--- src/rtl/lcps_pkg.sv ---
package lcps_pkg;

  // Field widths.
  localparam int NUM_FIELDS  = 5;
  localparam int TIME_W      = 12;
  localparam int TIME_SHIFT  = 5;
  localparam int SCALED_W    = TIME_W - TIME_SHIFT;
  localparam int MASS_W      = 10;
  localparam int TORQUE_W    = 11;
  localparam int GAIN_W      = 10;
  localparam int POS_W       = 12;
  localparam int SCALE_W     = 10;
  localparam int SPEED_W     = 8;
  localparam int DRIVE_W     = 24;
  localparam int ERR_W       = 13;
  localparam int INTEG_W     = 7;

  // Configuration port.
  localparam int CFG_IDX_W   = 3;
  localparam int CFG_DATA_W  = 12;

  localparam logic [CFG_IDX_W-1:0] REG_PROP_GAIN     = 3'd0;
  localparam logic [CFG_IDX_W-1:0] REG_INTEG_GAIN    = 3'd1;
  localparam logic [CFG_IDX_W-1:0] REG_DERIV_GAIN    = 3'd2;
  localparam logic [CFG_IDX_W-1:0] REG_TARGET_POS    = 3'd3;
  localparam logic [CFG_IDX_W-1:0] REG_POS_SCALE     = 3'd4;
  localparam logic [CFG_IDX_W-1:0] REG_BASE_SPEED    = 3'd5;
  localparam logic [CFG_IDX_W-1:0] REG_SPEED_FLOOR   = 3'd6;
  localparam logic [CFG_IDX_W-1:0] REG_SPEED_CEILING = 3'd7;

  // Loop constants.
  localparam int INTEG_LIMIT = 60;
  localparam int POS_MAX     = 4095;
  localparam int DRIVE_MAX   = 8388607;
  localparam int DRIVE_MIN   = -8388608;

  // Depth of the queue between front and back.
  localparam int QUEUE_DEPTH = 2;

  typedef struct packed {
    logic signed [GAIN_W-1:0] prop_gain;
    logic signed [GAIN_W-1:0] integ_gain;
    logic signed [GAIN_W-1:0] deriv_gain;
    logic [POS_W-1:0]         target_position;
    logic [SCALE_W-1:0]       position_scale;
    logic [SPEED_W-1:0]       base_speed;
    logic [SPEED_W-1:0]       speed_floor;
    logic [SPEED_W-1:0]       speed_ceiling;
  } cfg_t;

  localparam cfg_t CFG_RESET = '{
    prop_gain:       '0,
    integ_gain:      '0,
    deriv_gain:      '0,
    target_position: '0,
    position_scale:  10'd1,
    base_speed:      '0,
    speed_floor:     '0,
    speed_ceiling:   8'd255
  };

  // One classified sensor frame waiting for the back end.
  typedef struct packed {
    logic [MASS_W-1:0]   mass;
    logic [TORQUE_W-1:0] torque;
    logic                no_line;
  } qentry_t;

endpackage

--- src/rtl/lcps_front.sv ---
module lcps_front #(
  parameter int SENSOR_COUNT = 5
) (
  input  logic [lcps_pkg::NUM_FIELDS-1:0][lcps_pkg::TIME_W-1:0] sensor_time,
  output lcps_pkg::qentry_t                                     entry
);
  import lcps_pkg::*;

  logic [NUM_FIELDS-1:0][SCALED_W-1:0] scaled;
  logic [MASS_W-1:0]                   mass;
  logic [TORQUE_W-1:0]                 torque;

  // Scale each discharge time down by 32; sensors past the count read as zero.
  always_comb begin
    for (int i = 0; i < NUM_FIELDS; i++) begin
      if (i < SENSOR_COUNT) begin
        scaled[i] = sensor_time[i][TIME_W-1:TIME_SHIFT];
      end else begin
        scaled[i] = '0;
      end
    end
  end

  // Mass is the plain sum, torque weights each sensor by its index.
  always_comb begin
    mass   = '0;
    torque = '0;
    for (int i = 0; i < NUM_FIELDS; i++) begin
      mass   = mass + MASS_W'(scaled[i]);
      torque = torque + TORQUE_W'(scaled[i]) * TORQUE_W'(i);
    end
  end

  // A frame with no reflectance at all means the line is lost.
  assign entry.mass    = mass;
  assign entry.torque  = torque;
  assign entry.no_line = (mass == '0);

endmodule

--- src/rtl/lcps_queue.sv ---
module lcps_queue (
  input  logic                clk,
  input  logic                rst_n,
  input  logic                push_valid,
  output logic                push_ready,
  input  lcps_pkg::qentry_t   push_data,
  output logic                pop_valid,
  input  logic                pop_ready,
  output lcps_pkg::qentry_t   pop_data
);
  import lcps_pkg::*;

  localparam int PTR_W = (QUEUE_DEPTH > 1) ? $clog2(QUEUE_DEPTH) : 1;
  localparam int CNT_W = $clog2(QUEUE_DEPTH + 1);

  qentry_t            mem_r [QUEUE_DEPTH];
  logic [PTR_W-1:0]   wr_ptr_r;
  logic [PTR_W-1:0]   rd_ptr_r;
  logic [CNT_W-1:0]   cnt_r;
  logic               push;
  logic               pop;

  assign push_ready = (cnt_r != CNT_W'(QUEUE_DEPTH));
  assign pop_valid  = (cnt_r != '0);
  assign pop_data   = mem_r[rd_ptr_r];
  assign push       = push_valid && push_ready;
  assign pop        = pop_valid && pop_ready;

  // Entry storage.
  always_ff @(posedge clk) begin
    if (push) begin
      mem_r[wr_ptr_r] <= push_data;
    end
  end

  // Pointers and fill count.
  always_ff @(posedge clk) begin
    if (!rst_n) begin
      wr_ptr_r <= '0;
      rd_ptr_r <= '0;
      cnt_r    <= '0;
    end else begin
      if (push) begin
        wr_ptr_r <= (wr_ptr_r == PTR_W'(QUEUE_DEPTH - 1)) ? '0 : wr_ptr_r + 1'b1;
      end
      if (pop) begin
        rd_ptr_r <= (rd_ptr_r == PTR_W'(QUEUE_DEPTH - 1)) ? '0 : rd_ptr_r + 1'b1;
      end
      if (push && !pop) begin
        cnt_r <= cnt_r + 1'b1;
      end else if (pop && !push) begin
        cnt_r <= cnt_r - 1'b1;
      end
    end
  end

endmodule

--- src/rtl/lcps_back.sv ---
module lcps_back #(
  parameter int LEFT_OFFSET  = 0,
  parameter int RIGHT_OFFSET = 0
) (
  input  logic                                  clk,
  input  logic                                  rst_n,
  input  lcps_pkg::cfg_t                        cfg,
  input  logic                                  q_valid,
  output logic                                  q_ready,
  input  lcps_pkg::qentry_t                     q_data,
  output logic                                  out_valid,
  input  logic                                  out_ready,
  output logic [lcps_pkg::SPEED_W-1:0]          left_speed,
  output logic [lcps_pkg::SPEED_W-1:0]          right_speed,
  output logic [lcps_pkg::POS_W-1:0]            line_position,
  output logic signed [lcps_pkg::DRIVE_W-1:0]   drive_value,
  output logic                                  no_line
);
  import lcps_pkg::*;

  localparam int DVD_W      = TORQUE_W + SCALE_W;
  localparam int DIV_STEPS  = DVD_W;
  localparam int DIV_CNT_W  = $clog2(DIV_STEPS);
  localparam int D_W        = ERR_W + 1;
  localparam int ISUM_W     = ERR_W + 1;
  localparam int PPROD_W    = ERR_W + GAIN_W;
  localparam int IPROD_W    = INTEG_W + GAIN_W;
  localparam int DPROD_W    = D_W + GAIN_W;
  localparam int DSUM_W     = DPROD_W + 2;
  localparam int MIX_W      = DSUM_W + 1;

  typedef enum logic [2:0] {
    S_IDLE,
    S_DIV,
    S_ERR,
    S_PROD,
    S_SUM,
    S_MIX
  } state_t;

  state_t                     state_r, state_nxt;
  logic [DIV_CNT_W-1:0]       cnt_r, cnt_nxt;
  logic [DVD_W-1:0]           dvd_r, dvd_nxt;
  logic [MASS_W-1:0]          rem_r, rem_nxt;
  logic [MASS_W-1:0]          mass_r, mass_nxt;
  logic                       none_r, none_nxt;
  logic [POS_W-1:0]           pos_r, pos_nxt;
  logic signed [ERR_W-1:0]    err_r, err_nxt;
  logic signed [D_W-1:0]      d_r, d_nxt;
  logic signed [ERR_W-1:0]    prev_err_r, prev_err_nxt;
  logic signed [INTEG_W-1:0]  integ_r, integ_nxt;
  logic signed [PPROD_W-1:0]  p_prod_r, p_prod_nxt;
  logic signed [IPROD_W-1:0]  i_prod_r, i_prod_nxt;
  logic signed [DPROD_W-1:0]  d_prod_r, d_prod_nxt;
  logic signed [DRIVE_W-1:0]  drive_r, drive_nxt;
  logic                       out_valid_r, out_valid_nxt;
  logic [SPEED_W-1:0]         left_r, left_nxt;
  logic [SPEED_W-1:0]         right_r, right_nxt;
  logic [POS_W-1:0]           out_pos_r, out_pos_nxt;
  logic signed [DRIVE_W-1:0]  out_drive_r, out_drive_nxt;
  logic                       out_none_r, out_none_nxt;

  logic [MASS_W:0]            rem_sh;
  logic [MASS_W:0]            rem_diff;
  logic                       div_ge;
  logic [POS_W-1:0]           pos_sat;
  logic signed [ERR_W-1:0]    err_calc;
  logic signed [ISUM_W-1:0]   integ_sum;
  logic signed [DSUM_W-1:0]   drive_sum;
  logic signed [MIX_W-1:0]    left_mix;
  logic signed [MIX_W-1:0]    right_mix;
  logic                       out_free;

  // Clamp a mixed speed to the floor first, then to the ceiling.
  function automatic logic [SPEED_W-1:0] clamp_speed(
    input logic signed [MIX_W-1:0] x,
    input logic [SPEED_W-1:0]      lo,
    input logic [SPEED_W-1:0]      hi
  );
    logic signed [MIX_W-1:0] lo_s;
    logic signed [MIX_W-1:0] hi_s;
    lo_s = $signed({{(MIX_W-SPEED_W){1'b0}}, lo});
    hi_s = $signed({{(MIX_W-SPEED_W){1'b0}}, hi});
    if (x < lo_s) begin
      return lo;
    end else if (x > hi_s) begin
      return hi;
    end
    return x[SPEED_W-1:0];
  endfunction

  assign q_ready  = (state_r == S_IDLE);
  assign out_free = !out_valid_r || out_ready;

  // One restoring division step: quotient bits shift in behind the dividend.
  assign rem_sh   = {rem_r, dvd_r[DVD_W-1]};
  assign rem_diff = rem_sh - {1'b0, mass_r};
  assign div_ge   = (rem_sh >= {1'b0, mass_r});

  // Position saturation and error against the target.
  assign pos_sat   = (dvd_r > DVD_W'(POS_MAX)) ? POS_W'(POS_MAX) : dvd_r[POS_W-1:0];
  assign err_calc  = $signed({1'b0, pos_sat}) - $signed({1'b0, cfg.target_position});
  assign integ_sum = ISUM_W'(integ_r) + ISUM_W'(err_calc);

  // Sum of the three PID terms.
  assign drive_sum = DSUM_W'(p_prod_r) + DSUM_W'(i_prod_r) + DSUM_W'(d_prod_r);

  // Differential mixing around the base speed.
  assign left_mix  = MIX_W'(drive_r) + $signed({{(MIX_W-SPEED_W){1'b0}}, cfg.base_speed})
                   + MIX_W'(LEFT_OFFSET);
  assign right_mix = $signed({{(MIX_W-SPEED_W){1'b0}}, cfg.base_speed}) - MIX_W'(drive_r)
                   + MIX_W'(RIGHT_OFFSET);

  // Sequencer next-state and datapath next values.
  always_comb begin
    state_nxt     = state_r;
    cnt_nxt       = cnt_r;
    dvd_nxt       = dvd_r;
    rem_nxt       = rem_r;
    mass_nxt      = mass_r;
    none_nxt      = none_r;
    pos_nxt       = pos_r;
    err_nxt       = err_r;
    d_nxt         = d_r;
    prev_err_nxt  = prev_err_r;
    integ_nxt     = integ_r;
    p_prod_nxt    = p_prod_r;
    i_prod_nxt    = i_prod_r;
    d_prod_nxt    = d_prod_r;
    drive_nxt     = drive_r;
    out_valid_nxt = out_valid_r;
    left_nxt      = left_r;
    right_nxt     = right_r;
    out_pos_nxt   = out_pos_r;
    out_drive_nxt = out_drive_r;
    out_none_nxt  = out_none_r;

    if (out_valid_r && out_ready) begin
      out_valid_nxt = 1'b0;
    end

    unique case (state_r)
      S_IDLE: begin
        // Take an item and scale its torque; a lost line skips the divider.
        if (q_valid) begin
          mass_nxt = q_data.mass;
          none_nxt = q_data.no_line;
          rem_nxt  = '0;
          cnt_nxt  = '0;
          if (q_data.no_line) begin
            dvd_nxt   = '0;
            state_nxt = S_ERR;
          end else begin
            dvd_nxt   = DVD_W'(q_data.torque) * DVD_W'(cfg.position_scale);
            state_nxt = S_DIV;
          end
        end
      end
      S_DIV: begin
        rem_nxt = div_ge ? rem_diff[MASS_W-1:0] : rem_sh[MASS_W-1:0];
        dvd_nxt = {dvd_r[DVD_W-2:0], div_ge};
        cnt_nxt = cnt_r + 1'b1;
        if (cnt_r == DIV_CNT_W'(DIV_STEPS - 1)) begin
          state_nxt = S_ERR;
        end
      end
      S_ERR: begin
        // Error, derivative and clamped integral; loop state advances here.
        pos_nxt      = pos_sat;
        err_nxt      = err_calc;
        d_nxt        = D_W'(err_calc) - D_W'(prev_err_r);
        prev_err_nxt = err_calc;
        if (integ_sum < ISUM_W'(-INTEG_LIMIT)) begin
          integ_nxt = INTEG_W'(-INTEG_LIMIT);
        end else if (integ_sum > ISUM_W'(INTEG_LIMIT)) begin
          integ_nxt = INTEG_W'(INTEG_LIMIT);
        end else begin
          integ_nxt = integ_sum[INTEG_W-1:0];
        end
        state_nxt = S_PROD;
      end
      S_PROD: begin
        p_prod_nxt = PPROD_W'(err_r) * PPROD_W'(cfg.prop_gain);
        i_prod_nxt = IPROD_W'(integ_r) * IPROD_W'(cfg.integ_gain);
        d_prod_nxt = DPROD_W'(d_r) * DPROD_W'(cfg.deriv_gain);
        state_nxt  = S_SUM;
      end
      S_SUM: begin
        if (drive_sum > DSUM_W'(DRIVE_MAX)) begin
          drive_nxt = DRIVE_W'(DRIVE_MAX);
        end else if (drive_sum < DSUM_W'(DRIVE_MIN)) begin
          drive_nxt = DRIVE_W'(DRIVE_MIN);
        end else begin
          drive_nxt = drive_sum[DRIVE_W-1:0];
        end
        state_nxt = S_MIX;
      end
      S_MIX: begin
        // Hold here until the output register can take the result.
        if (out_free) begin
          out_valid_nxt = 1'b1;
          left_nxt      = clamp_speed(left_mix, cfg.speed_floor, cfg.speed_ceiling);
          right_nxt     = clamp_speed(right_mix, cfg.speed_floor, cfg.speed_ceiling);
          out_pos_nxt   = pos_r;
          out_drive_nxt = drive_r;
          out_none_nxt  = none_r;
          state_nxt     = S_IDLE;
        end
      end
      default: begin
        state_nxt = S_IDLE;
      end
    endcase
  end

  // State and registered outputs.
  always_ff @(posedge clk) begin
    if (!rst_n) begin
      state_r     <= S_IDLE;
      cnt_r       <= '0;
      prev_err_r  <= '0;
      integ_r     <= '0;
      out_valid_r <= 1'b0;
    end else begin
      state_r     <= state_nxt;
      cnt_r       <= cnt_nxt;
      prev_err_r  <= prev_err_nxt;
      integ_r     <= integ_nxt;
      out_valid_r <= out_valid_nxt;
    end
    dvd_r       <= dvd_nxt;
    rem_r       <= rem_nxt;
    mass_r      <= mass_nxt;
    none_r      <= none_nxt;
    pos_r       <= pos_nxt;
    err_r       <= err_nxt;
    d_r         <= d_nxt;
    p_prod_r    <= p_prod_nxt;
    i_prod_r    <= i_prod_nxt;
    d_prod_r    <= d_prod_nxt;
    drive_r     <= drive_nxt;
    left_r      <= left_nxt;
    right_r     <= right_nxt;
    out_pos_r   <= out_pos_nxt;
    out_drive_r <= out_drive_nxt;
    out_none_r  <= out_none_nxt;
  end

  assign out_valid     = out_valid_r;
  assign left_speed    = left_r;
  assign right_speed   = right_r;
  assign line_position = out_pos_r;
  assign drive_value   = out_drive_r;
  assign no_line       = out_none_r;

endmodule

--- src/rtl/line_centroid_pid_steering.sv ---
// Channel  Direction  Handshake              Payload
// in_      input      in_valid / in_ready    in_sensor_time_0 .. in_sensor_time_4
// out_     output     out_valid / out_ready  out_left_speed, out_right_speed,
//                                            out_line_position, out_drive_value, out_no_line
// cfg_     input      cfg_valid / cfg_ready  cfg_index, cfg_data
//
// When the line is seen, the back end loads an item, scales its torque, runs 21 steps of
// the bit-serial position divider, then the error, product, sum and mix states of PID and
// mixing; a lost line skips the divider. No new item is taken until the last leaves the mix
// state. The front end and a two-entry queue take items while the back end works or while
// a result waits in the output register. Reset is synchronous and active low; it clears the
// loop state and loads the register defaults. Configuration writes are taken every cycle.
module line_centroid_pid_steering #(
  parameter int SENSOR_COUNT = 5,
  parameter int LEFT_OFFSET  = 0,
  parameter int RIGHT_OFFSET = 0
) (
  input  logic                                 clk,
  input  logic                                 rst_n,
  input  logic                                 in_valid,
  output logic                                 in_ready,
  input  logic [lcps_pkg::TIME_W-1:0]          in_sensor_time_0,
  input  logic [lcps_pkg::TIME_W-1:0]          in_sensor_time_1,
  input  logic [lcps_pkg::TIME_W-1:0]          in_sensor_time_2,
  input  logic [lcps_pkg::TIME_W-1:0]          in_sensor_time_3,
  input  logic [lcps_pkg::TIME_W-1:0]          in_sensor_time_4,
  output logic                                 out_valid,
  input  logic                                 out_ready,
  output logic [lcps_pkg::SPEED_W-1:0]         out_left_speed,
  output logic [lcps_pkg::SPEED_W-1:0]         out_right_speed,
  output logic [lcps_pkg::POS_W-1:0]           out_line_position,
  output logic signed [lcps_pkg::DRIVE_W-1:0]  out_drive_value,
  output logic                                 out_no_line,
  input  logic                                 cfg_valid,
  output logic                                 cfg_ready,
  input  logic [lcps_pkg::CFG_IDX_W-1:0]       cfg_index,
  input  logic [lcps_pkg::CFG_DATA_W-1:0]      cfg_data
);
  import lcps_pkg::*;

  cfg_t                                cfg_r;
  logic [NUM_FIELDS-1:0][TIME_W-1:0]   sensor_time;
  qentry_t                             front_entry;
  qentry_t                             q_data;
  logic                                q_valid;
  logic                                q_ready;

  // Register file; every index of the port maps to a register.
  assign cfg_ready = 1'b1;

  always_ff @(posedge clk) begin
    if (!rst_n) begin
      cfg_r <= CFG_RESET;
    end else if (cfg_valid && cfg_ready) begin
      unique case (cfg_index)
        REG_PROP_GAIN:     cfg_r.prop_gain       <= cfg_data[GAIN_W-1:0];
        REG_INTEG_GAIN:    cfg_r.integ_gain      <= cfg_data[GAIN_W-1:0];
        REG_DERIV_GAIN:    cfg_r.deriv_gain      <= cfg_data[GAIN_W-1:0];
        REG_TARGET_POS:    cfg_r.target_position <= cfg_data[POS_W-1:0];
        REG_POS_SCALE:     cfg_r.position_scale  <= cfg_data[SCALE_W-1:0];
        REG_BASE_SPEED:    cfg_r.base_speed      <= cfg_data[SPEED_W-1:0];
        REG_SPEED_FLOOR:   cfg_r.speed_floor     <= cfg_data[SPEED_W-1:0];
        REG_SPEED_CEILING: cfg_r.speed_ceiling   <= cfg_data[SPEED_W-1:0];
        default:           cfg_r                 <= cfg_r;
      endcase
    end
  end

  // Front end: mass, torque and line-lost classification.
  assign sensor_time = {in_sensor_time_4, in_sensor_time_3, in_sensor_time_2,
                        in_sensor_time_1, in_sensor_time_0};

  lcps_front #(
    .SENSOR_COUNT (SENSOR_COUNT)
  ) u_front (
    .sensor_time (sensor_time),
    .entry       (front_entry)
  );

  // Queue between classification and the division and PID back end.
  lcps_queue u_queue (
    .clk        (clk),
    .rst_n      (rst_n),
    .push_valid (in_valid),
    .push_ready (in_ready),
    .push_data  (front_entry),
    .pop_valid  (q_valid),
    .pop_ready  (q_ready),
    .pop_data   (q_data)
  );

  lcps_back #(
    .LEFT_OFFSET  (LEFT_OFFSET),
    .RIGHT_OFFSET (RIGHT_OFFSET)
  ) u_back (
    .clk           (clk),
    .rst_n         (rst_n),
    .cfg           (cfg_r),
    .q_valid       (q_valid),
    .q_ready       (q_ready),
    .q_data        (q_data),
    .out_valid     (out_valid),
    .out_ready     (out_ready),
    .left_speed    (out_left_speed),
    .right_speed   (out_right_speed),
    .line_position (out_line_position),
    .drive_value   (out_drive_value),
    .no_line       (out_no_line)
  );

  // A lost line always reports position zero.
  a_no_line_pos : assert property (@(posedge clk) disable iff (!rst_n)
    out_valid && out_no_line |-> out_line_position == '0)
    else $error("line lost but position is not zero");

  // With sane bounds both speeds stay inside them.
  a_speed_bounds : assert property (@(posedge clk) disable iff (!rst_n)
    out_valid && (cfg_r.speed_floor <= cfg_r.speed_ceiling) |->
      (out_left_speed >= cfg_r.speed_floor) && (out_left_speed <= cfg_r.speed_ceiling) &&
      (out_right_speed >= cfg_r.speed_floor) && (out_right_speed <= cfg_r.speed_ceiling))
    else $error("motor speed outside configured bounds");

  // The scaled position can never exceed what the scale allows for five sensors.
  a_pos_range : assert property (@(posedge clk) disable iff (!rst_n)
    out_valid |-> out_line_position <= {cfg_r.position_scale, 2'b00})
    else $error("line position beyond four times the scale");

endmodule
--- config.mk ---
export PLATFORM = sky130hd
export DESIGN_NAME = line_centroid_pid_steering
export DESIGN_NICKNAME = d
export VERILOG_FILES = /design/src/rtl/lcps_pkg.sv /design/src/rtl/lcps_front.sv /design/src/rtl/lcps_queue.sv /design/src/rtl/lcps_back.sv /design/src/rtl/line_centroid_pid_steering.sv
export SDC_FILE = /design/constraint.sdc
export NUM_CORES = 2
export LEC_CHECK = 0
export BUFFER_PORTS_ARGS = -buffer_cell sky130_fd_sc_hd__buf_2
export CAP_MARGIN = 20
export CORE_AREA = 3 3 314 223
export DETAILED_ROUTE_END_ITERATION = 10
export DIE_AREA = 0 0 317 226
export PLACE_DENSITY = 0.79
export SLEW_MARGIN = 10
export SYNTH_ARGS = -nofsm -noshare
export SYNTH_HDL_FRONTEND = slang
export SYNTH_SLANG_ARGS = --single-unit
export TNS_END_PERCENT = 5
--- constraint.sdc ---
create_clock -name clk -period 7.8 [get_ports clk]
set_input_delay 0.78 -clock clk [delete_from_list [all_inputs] [get_ports clk]]
set_output_delay 0.78 -clock clk [all_outputs]
set_load 0.02 [all_outputs]
# After elaboration in Yosys (flattened, before gate mapping)
# Memory sizes are Yosys's and may differ from the RTL's. A register that Yosys moved wholly into a read port is not among the register bits.
# Cells that the tools add are included.
word_totals:
  out_inout_bits: 56
  input_bits: 80
  n_memories: 1
  regBits: 331
  latch_bits: 0
  romBits: 0
  wordCells: 154
  ram_bits: 44
op_classes:
  n_mux: 42
  div: 0
  n_lt_le_gt_ge: 10
  reduce_logical: 27
  bitwise_logic: 0
  n_addsub: 20
  multipliers: 5
  shift: 0
  n_eq_ne: 17
memory_table:
  columns: ["name", "depth", "word_bits", "read_ports", "rd_clocked_by_memory_dff", "write_ports", "line_no", "text"]
  rows:
  - ["u_queue.mem_r", 2, 22, 1, 1, 1, "lcps_queue.sv:16", "qentry_t mem_r [QUEUE_DEPTH];"]
ops:
  columns: ["op", "count"]
  rows:
  - ["$gt A27 B9 Y1", 2]
  - ["$lt A27 B9 Y1", 2]
  - ["$mux W8", 6]
  - ["$mux W21", 2]
  - ["$pmux W21 S2", 1]
  - ["$add A10 B7 Y10", 3]
  - ["$gt A26 B24 Y1 const B", 1]
  - ["$lt A26 B24 Y1 const B", 1]
  - ["$add A24 B24 Y25", 1]
  - ["$add A24 B9 Y25", 1]
  - ["$sub A9 B24 Y25", 1]
  - ["$add A23 B17 Y24", 1]
  - ["$mul A14 B10 Y24", 1]
  - ["$mux W24", 1]
  - ["$mul A13 B10 Y23", 1]
  - ["$add A11 B9 Y11", 2]
  - ["$reduce_and A2 Y1", 11]
  - ["$gt A21 B12 Y1 const B", 1]
  - ["$mul A11 B10 Y21", 1]
  - ["$mux W10", 2]
  - ["$pmux W10 S2", 1]
  - ["$eq A3 B3 Y1 const B", 6]
  - ["$pmux W3 S6", 1]
  - ["$mul A7 B10 Y17", 1]
  - ["33 further kinds", 70]

# Longest topological paths before layout
logic_depth:
  depth_word: 7
  mapped_depth: 24
  ltp_nobuf: 23

# Hierarchy
# Synthesis repeated with hierarchy kept, for this count alone.
hier_totals:
  hier_cells: 3656
  hier_area_um2: 37135.6
by_module_without_submodules:
  columns: ["mod", "n_inst", "seq_area_each_um2", "area_per_inst_um2", "cells_each"]
  rows:
  - ["lcps_back", 1, 7247.0, 30723.2, 3095]
  - ["line_centroid_pid_steering", 1, 1521.5, 2865.2, 277]
  - ["lcps_queue", 1, 1421.4, 1821.7, 92]
  - ["lcps_front", 1, 0.0, 1725.4, 192]

# Least setup slack after synthesis
# No wires, ideal clock.
synth_path:
  path_type: "reg-to-reg"
  startpoint: "reg (tool-made name)"
  endpoint: "reg u_back.dvd_r[16] (data pin)"
  required_ps: 7544
  stages_incl_launch_ff: 20
  arrival_ps: 5730
  setup_ps: 256
  path_slack_ps: 1813
  synth_period_minus_slack_ps: 5987
  n_path_buf: 2
  path_cell_list: "dfxtp_1 -> clkbuf_1 -> buf_1 -> mux2_2 -> and2_1 -> fa_1 -> fa_1 -> fa_1 -> fa_1 -> fa_1 -> ha_1 -> a21o_1 -> a21o_1 -> or3_1 -> o211a_1 -> o21ai_0 -> nand2b_1 -> a21oi_1 -> xnor2_1 -> a22o_1"
synth_lines:
  columns: ["item", "line_no", "text"]
  rows:
  - ["to (signal assigned)", "lcps_back.sv:231", "dvd_r <= dvd_nxt;"]
  - ["to (decl)", "lcps_back.sv:43", "logic [DVD_W-1:0] dvd_r, dvd_nxt;"]

==> impl_metrics.prom <==
# TYPE chip_impl_metric gauge
chip_impl_info{name="timing_worst_setup_path_type",value="reg2reg"} 1
chip_impl_info{name="cp_cell_sequence",value="mux2_2 -> nand2_1 -> fa_1 -> fa_1 -> inv_1 -> fa_1 -> fa_1 -> fa_1 -> ha_1 -> a21o_1 -> a21o_1 -> or3_1 -> o21ai_0 -> o2111ai_1 -> o211ai_1 -> o21ai_0 -> xnor2_1 -> a22o_1"} 1
chip_impl_metric{name="cts.htree.levels",unit=""} 2
chip_impl_info{name="cts_tree",value="done"} 1
chip_impl_metric{name="cts_max_path_buffers",unit=""} 3
chip_impl_info{name="hold_path_startpoint",value="u_back.pos_r[9]"} 1
chip_impl_metric{name="synth_top_area_share",unit=""} 0.230
chip_impl_info{name="top_layer",value="met5"} 1
chip_impl_info{name="rsz0062_at_grt",value="false"} 1
chip_impl_metric{name="synth-warning-count",unit=""} 0
chip_impl_metric{name="max_transition_margin",unit=""} 0.295
chip_impl_metric{name="fraction_of_final_layout_cells_sized_beyond_drive_strength_1",unit=""} 0.0754
chip_impl_info{name="cts_root_buffer",value="sky130_fd_sc_hd__clkbuf_16"} 1
chip_impl_metric{name="reg2reg_slack",unit="ns"} 1.30
chip_impl_metric{name="hold_depth",unit=""} 0
chip_impl_metric{name="post_cts.resized_instances",unit=""} 0
chip_impl_metric{name="power",unit="W"} 0.00865
chip_impl_metric{name="post_synth_edffs",unit=""} 266
chip_impl_info{name="yosys-top-cells-area",value="sky130_fd_sc_hd__fa_1, sky130_fd_sc_hd__edfxtp_1, sky130_fd_sc_hd__ha_1"} 1
chip_impl_metric{name="dr_total_vias",unit=""} 26100
chip_impl_metric{name="max_fo_critical_path",unit=""} 12
chip_impl_info{name="worst_hold_class",value="reg2reg"} 1
chip_impl_info{name="synth_ff_type",value="sky130_fd_sc_hd__edfxtp_1"} 1
chip_impl_metric{name="die-width",unit="µm"} 317
chip_impl_metric{name="avg_wl_per_cell",unit="µm"} 18.3
chip_impl_metric{name="grtUsageTotal",unit=""} 0.241
chip_impl_metric{name="grt_first_pass_wirelength",unit="µm"} 138000
chip_impl_metric{name="area.growth.synth_to_final",unit="%"} 7.50
chip_impl_metric{name="gp_congestion",unit=""} 0.895
chip_impl_metric{name="worstSkewPairLatency",unit="ns"} 0.58
chip_impl_metric{name="total_leakage_power",unit="nW"} 18.2
chip_impl_metric{name="area_of_the_multi_input_gates",unit="mm²"} 0.0242
chip_impl_metric{name="fraction_of_synthesis_flops_using_an_asynchronous_set_or_reset_pin",unit=""} 0
chip_impl_info{name="yosys-top-cells-count",value="sky130_fd_sc_hd__inv_1, sky130_fd_sc_hd__nand2_1, sky130_fd_sc_hd__fa_1"} 1
chip_impl_info{name="status",value="finished clean"} 1
chip_impl_metric{name="sinks_on_the_clock_net",unit=""} 376
chip_impl_metric{name="cp.arrival",unit="ns"} 6.83
chip_impl_info{name="synthMostInstantiatedCell",value="sky130_fd_sc_hd__inv_1"} 1
chip_impl_metric{name="timing.final.hold_violations",unit=""} 0
chip_impl_metric{name="synth-seq-cells",unit=""} 376
chip_impl_metric{name="ant_nets",unit=""} 0
chip_impl_metric{name="drc",unit=""} 0
chip_impl_metric{name="syn-mean-instance-area",unit="µm²"} 10.1
chip_impl_metric{name="seqCellArea",unit="mm²"} 0.0102
chip_impl_metric{name="grt_start_max_net_pins",unit=""} 79
chip_impl_metric{name="pwr_density_cell",unit="mW/mm²"} 219
chip_impl_metric{name="grt_antenna_before_repair",unit=""} 7
chip_impl_metric{name="detail_route.iter0.violations",unit=""} 2314
chip_impl_metric{name="post-dp-hpwl",unit="µm"} 67400
chip_impl_metric{name="io_pins",unit=""} 136
chip_impl_metric{name="synth_cells",unit=""} 3657
chip_impl_metric{name="synth_nets",unit=""} 4515
chip_impl_metric{name="timing.final.max_slew_violations",unit=""} 0
chip_impl_metric{name="detailedRoute.firstPassIterationCount",unit=""} 6
chip_impl_metric{name="tritoncts.num_buffers",unit=""} 39
chip_impl_metric{name="setup-tns-final",unit="ns"} 0
chip_impl_metric{name="ctsHoldBuffers",unit=""} 0
chip_impl_metric{name="chipHeight",unit="µm"} 226
chip_impl_metric{name="largest_voltage_drop_on_the_vdd_net",unit="mV"} 0.299
chip_impl_metric{name="period_minus_slack",unit="ns"} 6.50
chip_impl_metric{name="floorplan.initialDensity",unit=""} 0.551
chip_impl_info{name="synth_largest_area_cell",value="sky130_fd_sc_hd__fa_1"} 1
chip_impl_metric{name="skew",unit="ns"} 0.0204
chip_impl_metric{name="detailed_place.area",unit="mm²"} 0.0381
chip_impl_info{name="crit_path_frequent_cell",value="sky130_fd_sc_hd__fa_1"} 1
chip_impl_metric{name="wl_met3",unit="µm"} 9020
chip_impl_metric{name="dr_wl_met2",unit="µm"} 35700
chip_impl_metric{name="port_buffers",unit=""} 109
chip_impl_metric{name="cp.required",unit="ns"} 8.13
chip_impl_metric{name="finalNetCount",unit=""} 4566
chip_impl_metric{name="design.die.area",unit="mm²"} 0.0716
chip_impl_metric{name="worstMarginPinSlew",unit="ns"} 1.05
chip_impl_metric{name="globalRouteOverflowTotal",unit=""} 0
chip_impl_metric{name="maxCapViolCount",unit=""} 0
chip_impl_info{name="crit_path_start_kind",value="flop"} 1
chip_impl_info{name="r2r-end",value="u_back.dvd_r[20]"} 1
chip_impl_metric{name="cts.repair_timing.setup_buffer_count",unit=""} 0
chip_impl_metric{name="core_area",unit="mm²"} 0.0667
chip_impl_metric{name="r2r.worst_path.cells",unit=""} 18
chip_impl_metric{name="path_clk_slew",unit="ns"} 0.07
chip_impl_info{name="crit_path_top_delay_cell",value="sky130_fd_sc_hd__dfxtp_1"} 1
chip_impl_metric{name="route.detailed.vias_per_inst",unit=""} 5.63
chip_impl_metric{name="layout.filler_cells",unit=""} 5394
chip_impl_metric{name="row_count",unit=""} 79
chip_impl_metric{name="report.final.setup_viol",unit=""} 0
chip_impl_metric{name="count_of_cell_types_in_the_netlist",unit=""} 94
chip_impl_info{name="worst_hold_path.endpoint",value="u_back.line_position[9]"} 1
chip_impl_metric{name="cpPeakStageDelay",unit="ns"} 0.74
chip_impl_metric{name="fmax",unit="MHz"} 154
chip_impl_metric{name="detail_route.wirelength.met1",unit="µm"} 38700
chip_impl_metric{name="synth_sequential_area_ratio",unit=""} 0.277
chip_impl_metric{name="finalWirelength",unit="µm"} 84900
chip_impl_metric{name="stdcell_area",unit="mm²"} 0.0395
chip_impl_metric{name="min_period_over_period",unit=""} 0.833
chip_impl_info{name="crit_path_end_kind",value="flop"} 1
chip_impl_metric{name="synth.cell_area",unit="mm²"} 0.0368
chip_impl_metric{name="vias_in_the_first_global_route",unit=""} 25700
==> per-layer routing <==
layer,vias up,track usage
met5,-,0
met4,4,0.0508
met3,121,0.0658
met2,1045,0.348
met1,12700,0.362
li1,12200,-
==> per-stage QoR <==
| step | instances | utilization | hold slack [ns] | setup slack [ns] |
|---|---|---|---|---|
| floorplan | 3657 | - | 0.400 | 1.81 |
| global placement | 4555 | 0.571 | 0.401 | 1.43 |
| detailed placement | 4555 | 0.571 | 0.405 | 1.39 |
| CTS | 4627 | 0.592 | 0.421 | 1.32 |
| global route | 4632 | 0.592 | 0.424 | 1.02 |
| finish | 4634 | 0.592 | 0.422 | 1.30 |
==> report_power, final <==
part | internal (W) | switching (W) | total, W | leakage, nW
sequential | 0.00269 | 0.000308 | 0.00300 | 3.29
combinational | 0.00141 | 0.00219 | 0.00361 | 14.2
clock | 0.00121 | 0.000836 | 0.00205 | 0.678
==> critical path, delay by kind of cell, from the launching register on <==
family | cells | cell delay (ns)
compound gates | 7 | 1.31
flops | 1 | 0.74
simple gates | 2 | 0.48
mux | 1 | 0.50
fa+ha+maj | 6 | 2.98
buf+inv | 1 | 0.06
xor+xnor | 1 | 0.15
==> cells by family after synthesis <==
kind of cell / Yosys count / share of synthesized area
and+or+nand+nor: 1104 / 0.146
adders and majority gates: 782 / 0.352
buffers and inverters: 619 / 0.0649
AOI/OAI and AO/OA: 563 / 0.107
DFF: 376 / 0.277
xor gates and xnor gates: 178 / 0.0429
muxes: 34 / 0.0100
other: 1 / 0.000102
==> layout make-up <==
class,count,area share
Antenna cell,4,0.000253
Tap cell,891,0.0282
Clock buffer,53,0.0300
Inverter,500,0.0475
Multi-Input combinational cell,2662,0.613
Clock inverter,19,0.00589
Sequential cell,376,0.258
Timing Repair Buffer,129,0.0178
==> state kept, by name, summed over array words and instances (netlist names), 8 cells and up, named ones only <==
| name | cells |
|---|---|
| cfg_r | 76 |
| u_back.mass_r | 10 |
| u_back.left_speed | 8 |
| u_back.i_prod_r | 17 |
| u_back.right_speed | 8 |
| u_back.d_r | 14 |
| u_back.drive_value | 24 |
| u_back.drive_r | 24 |
| u_back.d_prod_r | 24 |
| u_back.dvd_r | 21 |
| u_back.pos_r | 12 |
| u_back.prev_err_r | 13 |
| u_back.rem_r | 10 |
| u_back.line_position | 12 |
| u_queue.mem_r | 44 |
| u_back.p_prod_r | 23 |
| u_back.err_r | 13 |
==> worst max-delay path by stage <==
| stage | startpoint | to | slack [ns] | depth (start not counted) |
|---|---|---|---|---|
| 6_report | flop | u_back.dvd_r[20] | 1.30 | 18 |
| 5_1_grt | flop | u_back.dvd_r[20] | 1.02 | 18 |
| 4_1_cts | flop | u_back.dvd_r[20] | 1.32 | 18 |
| 3_5_place_dp | flop | u_back.dvd_r[20] | 1.39 | 18 |
| 3_3_place_gp | flop | u_back.dvd_r[20] | 1.43 | 18 |
| 2_1_floorplan | flop | u_back.dvd_r[16] | 1.81 | 19 |
==> placed cells by master, fill, tap and decap left out, drive strengths merged, types with 8 or more instances in the layout <==
cell type | synthesis | layout
a31o | 8 | 8
nand3 | 39 | 39
edfxtp | 266 | 266
and2 | 209 | 209
and3 | 16 | 16
o211ai | 20 | 20
or2 | 16 | 16
inv | 500 | 503
nand4 | 11 | 11
o21ai | 115 | 115
mux2 | 23 | 23
a222oi | 11 | 11
o21a | 19 | 19
nor4 | 13 | 13
a221oi | 8 | 8
nor3 | 48 | 48
o21bai | 23 | 23
a21oi | 118 | 118
nor2 | 140 | 140
mux2i | 11 | 11
a31oi | 8 | 8
nand2 | 475 | 475
xor2 | 50 | 50
fa | 423 | 423
clkbuf | 96 | 53
a22o | 16 | 16
buf | 23 | 129
dfxtp | 110 | 110
nor2b | 39 | 39
a21o | 39 | 39
or3 | 9 | 9
a211oi | 15 | 15
xnor2 | 128 | 128
o31ai | 12 | 12
nand2b | 56 | 56
a21boi | 94 | 94
ha | 355 | 355
(Power assumes the default switching activity.)
